**src/sv/sfr_pkg.sv**
```systemverilog
`timescale 1ns / 1ps
`default_nettype none
// ----------------------------------------------------------------------------
// sfr_pkg
// Shared constants, types and the CRC-8 step for the stuffed frame receiver.
// ----------------------------------------------------------------------------
package sfr_pkg;

    localparam int MAX_PACKET  = 64;
    localparam int STORE_DEPTH = 64;
    localparam int ADDR_W      = $clog2(STORE_DEPTH);
    localparam int CNT_W       = $clog2(MAX_PACKET + 1);

    localparam logic [7:0] SYM_START  = 8'h24;
    localparam logic [7:0] SYM_STOP   = 8'h3B;
    localparam logic [7:0] SYM_ESCAPE = 8'h2F;
    localparam logic [7:0] ESC_XOR    = 8'hFF;
    localparam logic [7:0] CRC_POLY   = 8'h8C;

    // Register byte address bit that selects the register word
    localparam int REG_SEL_BIT = 2;
    localparam logic REG_OWN_ADDRESS = 1'b0;

    typedef struct packed {
        logic             start;
        logic             empty;
        logic [CNT_W-1:0] count;
        logic [7:0]       opcode;
    } t_emit_req;

    // Reflected CRC-8 over one byte
    function automatic logic [7:0] crc8_push(input logic [7:0] crc, input logic [7:0] data);
        logic [7:0] c;
        c = crc ^ data;
        for (int i = 0; i < 8; i++) begin
            if (c[0]) begin
                c = (c >> 1) ^ CRC_POLY;
            end else begin
                c = c >> 1;
            end
        end
        return c;
    endfunction

endpackage
`default_nettype wire

```
**src/sv/sfr_ram.sv**
```systemverilog
`timescale 1ns / 1ps
`default_nettype none
// ----------------------------------------------------------------------------
// sfr_ram
// Generic single-write, single-read RAM with a registered read port.
// ----------------------------------------------------------------------------
module sfr_ram #(
    parameter int WIDTH = 8,
    parameter int DEPTH = 64
) (
    input  wire logic                     i_clk,
    input  wire logic                     i_we,
    input  wire logic [$clog2(DEPTH)-1:0] i_waddr,
    input  wire logic [WIDTH-1:0]         i_wdata,
    input  wire logic                     i_re,
    input  wire logic [$clog2(DEPTH)-1:0] i_raddr,
    output logic      [WIDTH-1:0]         o_rdata
);

    logic [WIDTH-1:0] r_mem [DEPTH];

    always_ff @(posedge i_clk) begin
        if (i_we) begin
            r_mem[i_waddr] <= i_wdata;
        end
        if (i_re) begin
            o_rdata <= r_mem[i_raddr];
        end
    end

endmodule
`default_nettype wire

```
**src/sv/sfr_rx.sv**
```systemverilog
`timescale 1ns / 1ps
`default_nettype none
// ----------------------------------------------------------------------------
// sfr_rx
// Destuffs received bytes, tracks the frame phase and CRC, writes payload
// bytes to the store and requests readout on a good stop.
// ----------------------------------------------------------------------------
module sfr_rx (
    input  wire logic                      i_clk,
    input  wire logic                      i_rst_n,
    input  wire logic                      i_valid,
    input  wire logic [7:0]                i_byte,
    input  wire logic [7:0]                i_own_address,
    input  wire logic                      i_busy,
    output logic                           o_stall,
    output logic                           o_we,
    output logic [sfr_pkg::ADDR_W-1:0]     o_waddr,
    output logic [7:0]                     o_wdata,
    output sfr_pkg::t_emit_req             o_req
);
    import sfr_pkg::*;

    typedef enum logic [1:0] {
        PH_IDLE,
        PH_ADDRESS,
        PH_OPCODE,
        PH_DATA
    } t_phase;

    t_phase           r_phase;
    logic             r_esc;
    logic [7:0]       r_crc;
    logic [CNT_W-1:0] r_count;
    logic [7:0]       r_opcode;

    logic       accept;
    logic [7:0] dec;
    logic       is_esc;
    logic       is_stop;
    logic       room;
    logic [7:0] crc_next;

    assign o_stall  = i_busy;
    assign accept   = i_valid && !i_busy;
    assign dec      = r_esc ? (i_byte ^ ESC_XOR) : i_byte;
    assign is_esc   = !r_esc && (i_byte == SYM_ESCAPE);
    assign is_stop  = !r_esc && (i_byte == SYM_STOP);
    assign room     = r_count < CNT_W'(MAX_PACKET);
    assign crc_next = crc8_push(r_crc, dec);

    assign o_we    = accept && !is_esc && !is_stop && (r_phase == PH_DATA) && room;
    assign o_waddr = r_count[ADDR_W-1:0];
    assign o_wdata = dec;

    always_comb begin
        o_req.start  = accept && is_stop && (r_phase != PH_IDLE)
                       && (r_crc == 8'h00) && (r_count != '0);
        o_req.empty  = (r_count == CNT_W'(1));
        o_req.count  = r_count;
        o_req.opcode = r_opcode;
    end

    always_ff @(posedge i_clk) begin
        if (!i_rst_n) begin
            r_phase  <= PH_IDLE;
            r_esc    <= 1'b0;
            r_crc    <= 8'h00;
            r_count  <= '0;
            r_opcode <= 8'h00;
        end else if (accept) begin
            if (is_esc) begin
                r_esc <= 1'b1;
            end else begin
                r_esc <= 1'b0;
                if (is_stop) begin
                    r_phase <= PH_IDLE;
                end else begin
                    case (r_phase)
                        PH_IDLE: begin
                            if (dec == SYM_START) begin
                                r_crc   <= 8'h00;
                                r_count <= '0;
                                r_phase <= PH_ADDRESS;
                            end
                        end
                        PH_ADDRESS: begin
                            r_phase <= (dec == i_own_address) ? PH_OPCODE : PH_IDLE;
                            r_crc   <= crc_next;
                        end
                        PH_OPCODE: begin
                            r_opcode <= dec;
                            r_phase  <= PH_DATA;
                            r_crc    <= crc_next;
                        end
                        PH_DATA: begin
                            if (room) begin
                                r_crc   <= crc_next;
                                r_count <= r_count + CNT_W'(1);
                            end else begin
                                // overflow: drop the frame
                                r_phase <= PH_IDLE;
                            end
                        end
                        default: r_phase <= PH_IDLE;
                    endcase
                end
            end
        end
    end

    a_req_not_busy: assert property (@(posedge i_clk) disable iff (!i_rst_n)
        o_req.start |-> !i_busy)
        else $error("readout requested while busy");
    a_stop_idles: assert property (@(posedge i_clk) disable iff (!i_rst_n)
        accept && is_stop |=> r_phase == PH_IDLE)
        else $error("stop did not return to idle");
    a_write_bound: assert property (@(posedge i_clk) disable iff (!i_rst_n)
        o_we |-> r_count < CNT_W'(MAX_PACKET) && r_phase == PH_DATA)
        else $error("store write out of frame or bound");

endmodule
`default_nettype wire

```
**src/sv/sfr_emit.sv**
```systemverilog
`timescale 1ns / 1ps
`default_nettype none
// ----------------------------------------------------------------------------
// sfr_emit
// Reads the stored payload back after a good frame and drives the result
// output register.
// ----------------------------------------------------------------------------
module sfr_emit (
    input  wire logic                  i_clk,
    input  wire logic                  i_rst_n,
    input  wire sfr_pkg::t_emit_req    i_req,
    output logic                       o_busy,
    output logic                       o_re,
    output logic [sfr_pkg::ADDR_W-1:0] o_raddr,
    input  wire logic [7:0]            i_rdata,
    output logic                       o_valid,
    input  wire logic                  i_stall,
    output logic [7:0]                 o_frame_opcode,
    output logic [7:0]                 o_payload_byte,
    output logic                       o_has_payload,
    output logic                       o_last
);
    import sfr_pkg::*;

    typedef enum logic [1:0] {
        S_IDLE,
        S_READ,
        S_WAIT,
        S_EMPTY
    } t_state;

    t_state            r_state;
    logic [ADDR_W-1:0] r_idx;
    logic [ADDR_W-1:0] r_last_idx;
    logic [7:0]        r_opcode;
    logic              can_load;
    logic              at_last;
    logic              load;

    assign o_busy   = (r_state != S_IDLE);
    assign o_re     = (r_state == S_READ);
    assign o_raddr  = r_idx;
    assign can_load = !o_valid || !i_stall;
    assign at_last  = (r_idx == r_last_idx);
    assign load     = (r_state inside {S_WAIT, S_EMPTY}) && can_load;

    always_ff @(posedge i_clk) begin
        if (!i_rst_n) begin
            r_state <= S_IDLE;
            o_valid <= 1'b0;
        end else begin
            if (load) begin
                o_valid <= 1'b1;
            end else if (!i_stall) begin
                o_valid <= 1'b0;
            end
            case (r_state)
                S_IDLE: begin
                    if (i_req.start) begin
                        // hold the opcode aside, the output may still be stalled
                        r_opcode   <= i_req.opcode;
                        r_idx      <= '0;
                        // the final stored byte is the CRC, leave it out
                        r_last_idx <= ADDR_W'(i_req.count - CNT_W'(2));
                        r_state    <= i_req.empty ? S_EMPTY : S_READ;
                    end
                end
                S_READ: r_state <= S_WAIT;
                S_WAIT: begin
                    if (can_load) begin
                        o_frame_opcode <= r_opcode;
                        o_payload_byte <= i_rdata;
                        o_has_payload  <= 1'b1;
                        o_last         <= at_last;
                        r_idx          <= r_idx + ADDR_W'(1);
                        r_state        <= at_last ? S_IDLE : S_READ;
                    end
                end
                S_EMPTY: begin
                    if (can_load) begin
                        o_frame_opcode <= r_opcode;
                        o_payload_byte <= 8'h00;
                        o_has_payload  <= 1'b0;
                        o_last         <= 1'b1;
                        r_state        <= S_IDLE;
                    end
                end
                default: r_state <= S_IDLE;
            endcase
        end
    end

    a_empty_is_last: assert property (@(posedge i_clk) disable iff (!i_rst_n)
        o_valid && !o_has_payload |-> o_last)
        else $error("empty-payload result not marked last");
    a_read_then_wait: assert property (@(posedge i_clk) disable iff (!i_rst_n)
        r_state == S_READ |=> r_state == S_WAIT)
        else $error("read not followed by wait");
    a_last_done: assert property (@(posedge i_clk) disable iff (!i_rst_n)
        r_state == S_WAIT && can_load && at_last |=> r_state == S_IDLE && o_valid && o_last)
        else $error("final result did not end readout");
    a_req_idle: assert property (@(posedge i_clk) disable iff (!i_rst_n)
        i_req.start |-> r_state == S_IDLE)
        else $error("readout request while not idle");

endmodule
`default_nettype wire

```
**src/sv/stuffed_frame_receiver_crc8.sv**
```systemverilog
`timescale 1ns / 1ps
`default_nettype none
// ----------------------------------------------------------------------------
// stuffed_frame_receiver_crc8
// Byte-stuffed frame receiver with CRC-8 check and payload readout.
// ----------------------------------------------------------------------------
// Input: one received byte per cycle while no readout runs.
// Readout: after a good stop, each result takes a RAM read, then an
//   output register load, through the single read port of the payload RAM;
//   an empty payload needs no RAM read and loads its result directly;
//   input stalls until the last result is loaded.
// Reset: synchronous, active low; clears control state and own_address.
//   The payload RAM is not cleared.
module stuffed_frame_receiver_crc8 (
    input  wire logic        i_clk,
    input  wire logic        i_rst_n,
    input  wire logic        i_in_valid,
    output logic             o_in_stall,
    input  wire logic [7:0]  i_rx_byte,
    output logic             o_out_valid,
    input  wire logic        i_out_stall,
    output logic [7:0]       o_frame_opcode,
    output logic [7:0]       o_payload_byte,
    output logic             o_has_payload,
    output logic             o_last,
    input  wire logic        psel,
    input  wire logic        penable,
    input  wire logic        pwrite,
    input  wire logic [2:0]  paddr,
    input  wire logic [31:0] pwdata,
    output logic [31:0]      prdata,
    output logic             pready
);
    import sfr_pkg::*;

    logic [7:0]        r_own_address;
    logic              reg_sel;
    logic              busy;
    logic              we;
    logic [ADDR_W-1:0] waddr;
    logic [7:0]        wdata;
    logic              re;
    logic [ADDR_W-1:0] raddr;
    logic [7:0]        rdata;
    t_emit_req         req;

    assign pready  = 1'b1;
    assign reg_sel = (paddr[REG_SEL_BIT] == REG_OWN_ADDRESS);
    assign prdata  = reg_sel ? {24'h0, r_own_address} : 32'h0;

    always_ff @(posedge i_clk) begin
        if (!i_rst_n) begin
            r_own_address <= 8'h00;
        end else if (psel && penable && pwrite && pready && reg_sel) begin
            r_own_address <= pwdata[7:0];
        end
    end

    sfr_rx u_rx (
        .i_clk         (i_clk),
        .i_rst_n       (i_rst_n),
        .i_valid       (i_in_valid),
        .i_byte        (i_rx_byte),
        .i_own_address (r_own_address),
        .i_busy        (busy),
        .o_stall       (o_in_stall),
        .o_we          (we),
        .o_waddr       (waddr),
        .o_wdata       (wdata),
        .o_req         (req)
    );

    sfr_ram #(
        .WIDTH (8),
        .DEPTH (STORE_DEPTH)
    ) u_store (
        .i_clk   (i_clk),
        .i_we    (we),
        .i_waddr (waddr),
        .i_wdata (wdata),
        .i_re    (re),
        .i_raddr (raddr),
        .o_rdata (rdata)
    );

    sfr_emit u_emit (
        .i_clk          (i_clk),
        .i_rst_n        (i_rst_n),
        .i_req          (req),
        .o_busy         (busy),
        .o_re           (re),
        .o_raddr        (raddr),
        .i_rdata        (rdata),
        .o_valid        (o_out_valid),
        .i_stall        (i_out_stall),
        .o_frame_opcode (o_frame_opcode),
        .o_payload_byte (o_payload_byte),
        .o_has_payload  (o_has_payload),
        .o_last         (o_last)
    );

endmodule
`default_nettype wire
```
**config.mk**
```make
export PLATFORM = sky130hd
export DESIGN_NAME = stuffed_frame_receiver_crc8
export DESIGN_NICKNAME = d
export VERILOG_FILES = /design/src/sv/sfr_pkg.sv /design/src/sv/sfr_ram.sv /design/src/sv/sfr_rx.sv /design/src/sv/sfr_emit.sv /design/src/sv/stuffed_frame_receiver_crc8.sv
export SDC_FILE = /design/constraint.sdc
export NUM_CORES = 1
export LEC_CHECK = 0
export BUFFER_PORTS_ARGS = -buffer_cell sky130_fd_sc_hd__buf_2
export CAP_MARGIN = 40
export CORE_UTILIZATION = 61
export DETAILED_ROUTE_END_ITERATION = 6
export GPL_TIMING_DRIVEN = 0
export PLACE_DENSITY = 0.79
export SLEW_MARGIN = 20
export SYNTH_ARGS = -nofsm -noshare
export SYNTH_HDL_FRONTEND = slang
export SYNTH_SLANG_ARGS = --single-unit
```
**constraint.sdc**
```tcl
create_clock -name i_clk -period 4.2 [get_ports i_clk]
set_clock_uncertainty 0.05 [all_clocks]
set_input_delay 0.42 -clock i_clk [delete_from_list [all_inputs] [get_ports i_clk]]
set_output_delay 0.42 -clock i_clk [all_outputs]
set_load 0.01 [all_outputs]
```
==> run_results.csv, run 1 <==
group,metric,value,unit
outcome,status,"complete, no violations",
grt,grt_usage,29.2,%
clock_tree,cts_buffer_depth,3,
logic_synthesis,synth_edf_count,558,
clock_tree,cts.hold.buffers_added,0,
clock_tree,htreeDepth,2,
critical_path,cp.arrival,3.86,ns
logic_synthesis,synth_seq_cells,595,
pwr,intPower,9810,uW
pwr,swShare,21.2,%
job,maxCapViolCount,0,
logic_synthesis,yosys_warnings,0,
clock_tree,cts_setup_buffers,0,
logic_synthesis,async_flop_share,0,%
critical_path,crit_path_end_kind,"flip-flop",
routing,drc_errors,0,
pwr,max-vdd-ir-drop,0.000328,V
grt,grt_pass1_vias,12900,
grt,antenna_found_initial,1,
pwr,combPwrFrac,6.6,%
critical_path,path_buf_inv,3,
clock_tree,numClockSinks,595,
logic_synthesis,synth_seq_area_share,72.7,%
sta,setup_ws,0.616,ns
routing,via_per_inst,6.42,
routing,wl,57600,um
floorplan,dieArea,40200,um2
sta,final.setup.tns,0,ns
pwr,power.density,452,nW/um2
clock_tree,clk_pin_slew,0.07,ns
routing,vias,12900,
clock_tree,cts.repair.resized,0,
sta,rsz0062_at_grt,"false",
placed_design,io_buffers,47,
placed_design,placed_area,25600,um2
floorplan,row_count,72,
placed_design,place.gp.congestion,0.969,
sta,post-route-period-util,85.3,%
sta,slew_headroom,37.1,%
cells_and_area,layout.nets,1501,
floorplan,start_util,62.1,%
sta,setup_viol,0,
critical_path,required,4.47,ns
routing,first_pass_iters,5,
pwr,clockPowerShare,40.1,%
placed_design,hpwl,38500,um
cells_and_area,drive_gt1_share,26.4,%
critical_path,crit_family,"buffers and inverters",
logic_synthesis,netlist_instances,1262,
pwr,p_leak,0.00903,uW
sta,worstMarginPinSlew,0.943,ns
cells_and_area,antenna-diode-count,0,
floorplan,ios,103,
floorplan,core_area,38700,um2
grt,gr-total-overflow,0,
cells_and_area,area_growth,14.6,%
critical_path,path_class,"reg -> reg",
critical_path,worstPathCellList,"buf_2, clkbuf_1, clkbuf_1, mux4_2, mux2i_1, a21oi_1, a22oi_1, nand2_1",
routing,ant_nets,0,
grt,grt_max_degree,41,
logic_synthesis,synth_area,24100,um2
cells_and_area,design_area,27600,um2
critical_path,path_common_cell,"clkbuf_1",
routing,drtIter0Drc,1620,
sta,fmax,279,MHz
placed_design,place_ws,0.833,ns
clock_tree,numCtsBuffers,57,
sta,period_minus_slack,3.58,ns
pwr,p_sw,2640,uW
clock_tree,cts-root-buf,"clkbuf_16",
routing,wl_per_cell,28.8,um
clock_tree,cts_tree,"yes",
grt,grt_pass1_wl,84200,um
critical_path,cp_max_fo,10,
critical_path,start_kind,"flip-flop",
worst_hold_path,hold_path.class,"in -> reg",
logic_synthesis,synth_area_per_cell,19.1,um2
floorplan,die_y,201,um
logic_synthesis,synth_top_flop_cell,"edfxtp_1",
clock_tree,clock_latency,0.60,ns
critical_path,max_stage_delay,0.74,ns
logic_synthesis,synth_cell_types,57,
sta,hold_slack,0.0181,ns
floorplan,die_width,201,um
critical_path,cpMaxStageDelayCell,"clkbuf_1",
pwr,power.share.sequential,53.2,%
cells_and_area,fin_util,71.1,%
sta,hold_viol_final,0,
sta,finalMaxSlewViolations,0,
worst min-delay path: stages:
cell and delay [ns]:
buf_2 0.09, nand2_1 0.04, a21boi_0 0.06
logic make-up (layout without fill, tap and decap cells):
logic type	count (synthesis)	count (layout)	share of synthesized area [%]
buf+inv	103	303	2.36
xor+xnor	55	55	2.15
simple gates	245	245	5.02
mux	169	169	14.7
compound gates	80	80	2.30
other cells	2	25	0.0312
fa+ha+maj	13	13	0.676
flops	595	595	72.7
routing by layer:
| layer | track usage [%] | up-vias | routed length (um) |
|---|---|---|---|
| li1 | - | 5321 | - |
| met1 | 39.6 | 6506 | 21300 |
| met2 | 47.5 | 879 | 28100 |
| met3 | 5.31 | 152 | 5800 |
| met4 | 12.2 | 0 | 2470 |
| met5 | 0 | - | 0 |
cells in the mapped netlist (all sizes together) (4+ instances only):
library cell | instances | area (um2)
a211oi | 13 | 97.6
a21boi | 11 | 82.6
a21oi | 17 | 85.1
a22oi | 15 | 113
and2 | 14 | 87.6
and3 | 4 | 25.0
buf | 62 | 414
clkbuf | 27 | 101
dfxtp | 37 | 741
edfxtp | 558 | 16800
ha | 13 | 163
inv | 14 | 52.6
mux2i | 20 | 200
mux4 | 148 | 3330
nand2 | 54 | 205
nand3 | 9 | 45.0
nand4 | 5 | 31.3
nor2 | 88 | 330
nor2b | 38 | 238
nor3 | 8 | 45.0
nor4 | 6 | 37.5
o21ai | 6 | 30.0
xnor2 | 30 | 270
xor2 | 23 | 201
metrics by stage:
step,power [uW],std cells
6_report,12500,2003
5_1_grt,12700,2003
4_1_cts,12500,1984
3_5_place_dp,7560,1878
3_3_place_gp,7450,1850
2_1_floorplan,7200,1285
power by group through the flow:
stage          logic [uW]  registers (uW)  clock network, uW
2_1_floorplan         435            6770                  0
4_1_cts               816            6630               5020
3_5_place_dp          808            6750                  0
3_3_place_gp          662            6790                  0
6_report              826            6630               5000
5_1_grt               863            6620               5250
path summary, 6_finish.rpt:
check,from,endpoint,slack (ns),depth (start not counted)
max,u_emit.o_raddr[1],u_store.o_rdata[0],0.62,8
min,pwdata[3],r_own_address[3],0.02,3
max reg2reg,u_emit.o_raddr[1],u_store.o_rdata[0],0.62,8
min reg2reg,u_emit.r_opcode[2],u_emit.o_frame_opcode[2],0.36,0
sequential cells by signal, indices dropped and copies added, names as in the netlist:
register / cells
r_own_address: 8
u_emit.o_has_payload: 1
u_emit.r_state: 2
u_emit.o_last: 1
u_rx.r_esc: 1
u_store.r_mem: 512
u_store.o_rdata: 8
u_rx.r_count: 7
u_emit.o_payload_byte: 8
u_rx.r_phase: 2
u_rx.r_opcode: 8
u_rx.r_crc: 8
u_emit.o_raddr: 6
u_emit.r_opcode: 8
u_emit.o_frame_opcode: 8
u_emit.o_valid: 1
u_emit.r_last_idx: 6
cell type report:
cell class / instances / area [um2]
sequential: 595 / 17500
timing repair buffer: 94 / 863
multi-input combinational: 587 / 6180
inverter: 14 / 52.6
clock inverter: 30 / 298
buffer: 89 / 515
tap: 518 / 648
fill: 2310 / 11200
clock buffer: 76 / 1510
placed cells by master, fill, tap and decap left out, types with 5 or more instances in the layout:
cell type / count
buf_4: 61
buf_2: 69
clkinv_2: 10
xnor2_1: 29
buf_16: 11
a21boi_0: 9
and2_1: 14
a22oi_1: 15
clkinv_1: 11
nor3_1: 7
mux4_2: 148
o21ai_0: 5
edfxtp_1: 558
a21oi_1: 17
nand4_1: 5
nor4_1: 6
xor2_1: 18
inv_1: 11
clkbuf_16: 57
xor2_4: 5
nor2b_1: 38
a211oi_1: 13
nand2_1: 53
dfxtp_1: 37
mux2i_1: 20
conb_1: 25
ha_1: 13
buf_6: 8
bufinv_16: 6
clkbuf_1: 45
nor2_1: 88
nand3_1: 9
Power figures use the tool's default switching activity.
==> run 2: changes to the inputs <==
--- a/config.mk
+++ b/config.mk
@@ -10,7 +10,7 @@
 export CORE_UTILIZATION = 61
 export DETAILED_ROUTE_END_ITERATION = 6
 export GPL_TIMING_DRIVEN = 0
-export PLACE_DENSITY = 0.79
+export PLACE_DENSITY = 0.9
 export SLEW_MARGIN = 20
 export SYNTH_ARGS = -nofsm -noshare
 export SYNTH_HDL_FRONTEND = slang
==> run 2 against run 1 <==
Compared with the run above:
- the flow now finishes with violations (design-rule violations)
- via count is 7.9% higher
- critical path depth increased by 1
- core utilization fell by 0.22 points
- final cell count decreased by 0.25%
- sequential share of layout area rose by 0.20 points
- combinational power grew 2.7%
- die area unchanged
- first-iteration DRC count rose by 30%
- register-to-register slack lost 0.35 ns
- design area shrank 0.31%
- critical path type unchanged
- critical endpoint is now u_store.o_rdata[5]
- largest cell class unchanged
- largest power group unchanged
==> run_results.csv, run 2 (synthesis gave the netlist of run 1 again) <==
group,metric,value,unit
outcome,status,"finished with violations",
outcome,violations,"design-rule violations",
floorplan,die_width,201,um
cells_and_area,final_cell_mix,"558 x edfxtp_1, 148 x mux4_2, 88 x nor2_1",
routing,vias,13900,
critical_path,max_stage_delay,0.69,ns
floorplan,ios,103,
critical_path,start_kind,"flip-flop",
clock_tree,numClockSinks,595,
grt,gr-total-overflow,0,
sta,period_minus_slack,3.94,ns
pwr,power.density,452,nW/um2
routing,via_per_inst,6.95,
clock_tree,cts_tree,"yes",
pwr,p_leak,0.00899,uW
floorplan,core_area,38700,um2
cells_and_area,fin_util,70.9,%
critical_path,worstPathCellList,"buf_2, buf_2, buf_2, clkbuf_1, clkbuf_1, a211oi_1, a21oi_1, a22oi_1, nand2_1",
routing,wl,66100,um
pwr,power.total,12400,uW
routing,wl_per_cell,33.1,um
sta,hold_slack,0.0325,ns
grt,grt_pass1_wl,94500,um
pwr,max-vdd-ir-drop,0.000329,V
clock_tree,cts-root-buf,"clkbuf_16",
routing,ant_nets,0,
routing,drc_errors,2,
placed_design,place.gp.congestion,0.927,
floorplan,dieArea,40200,um2
critical_path,crit_family,"buffers and inverters",
critical_path,path_common_cell,"buf_2",
cells_and_area,drive_gt1_share,26.8,%
sta,worstMarginPinSlew,0.912,ns
floorplan,start_util,62.1,%
worst_hold_path,hold_path.class,"in -> reg",
routing,first_pass_iters,7,
critical_path,path_class,"reg -> reg",
sta,hold_viol_final,0,
floorplan,row_count,72,
grt,grt_max_degree,49,
clock_tree,numCtsBuffers,54,
cells_and_area,largest_reg_flops,512,
clock_tree,cts.hold.buffers_added,0,
sta,finalMaxSlewViolations,0,
job,maxCapViolCount,0,
clock_tree,htreeDepth,2,
cells_and_area,final_common_cell,"edfxtp_1",
routing,drtIter0Drc,2101,
clock_tree,cts_buffer_depth,3,
clock_tree,cts_setup_buffers,0,
critical_path,path_buf_inv,5,
clock_tree,clk_pin_slew,0.07,ns
critical_path,cp.arrival,4.33,ns
clock_tree,clock_latency,0.59,ns
cells_and_area,layout.nets,1500,
clock_tree,cts.repair.resized,0,
sta,setup_viol,0,
sta,slew_headroom,39.0,%
sta,fmax,254,MHz
grt,antenna_found_initial,1,
critical_path,cpMaxStageDelayCell,"clkbuf_1",
placed_design,hpwl,39800,um
critical_path,crit_path_end_kind,"flip-flop",
sta,rsz0062_at_grt,"false",
critical_path,cp_max_fo,10,
sta,post-route-period-util,93.8,%
grt,grt_usage,33.0,%
cells_and_area,area_growth,14.2,%
placed_design,io_buffers,47,
critical_path,required,4.59,ns
floorplan,die_y,201,um
cells_and_area,largest_register,"u_store.r_mem",
grt,grt_pass1_vias,13800,
[run 2: area by class of cell]
| class | instances | area, um2 |
|---|---|---|
| flip-flops and latches | 595 | 17500 |
| multi-input cells | 587 | 6170 |
| plain buffers | 89 | 515 |
| fillers | 2113 | 11300 |
| repair buffers | 96 | 848 |
| clock buffers | 67 | 1450 |
| clock inverters | 31 | 288 |
| well taps | 518 | 648 |
| inverters | 14 | 52.6 |
| diodes | 1 | 2.50 |
[run 2: worst paths after layout]
check / startpoint / endpoint / slack [ns] / depth (start not counted)
setup / recovery: u_emit.o_raddr[1] / u_store.o_rdata[5] / 0.26 / 9
hold / removal: pwdata[4] / r_own_address[4] / 0.03 / 3
setup reg to reg: u_emit.o_raddr[1] / u_store.o_rdata[5] / 0.26 / 9
hold reg to reg: u_emit.r_opcode[1] / u_emit.o_frame_opcode[1] / 0.37 / 0
[run 2: where the power goes]
part | switching [uW] | internal (uW) | total, uW
clock | 2180 | 2760 | 4940
sequential | 9.39 | 6620 | 6630
combinational | 549 | 299 | 848
[run 2: metal layers]
metal	up-vias	part of all wire, %	global-route usage [%]
li1	5310	-	-
met1	6858	32	41.0
met2	1421	48	53.6
met3	289	13	8.46
met4	0	6.6	18.3
met5	-	0	0
[run 2: worst reg2reg max path, delay by kind of cell (launching register included)]
family                 cells  cell delay (ns)
buffers and inverters      5             2.58
and+or+nand+nor            1             0.12
AOI/OAI and AO/OA          3             0.65
DFF                        1             0.38
[run 2: stage by stage]
stage                     cells  worst slack (ns)  instance area, um2  setup TNS (ns)
after global routing       1997             0.366               27500               0
final                      1998             0.262               27500               0
after floorplan            1285             0.757               24100               0
after CTS                  1970             0.405               27300               0
after detailed placement   1872             0.482               25500               0
after global placement     1850             -1.32               25000         -238.38
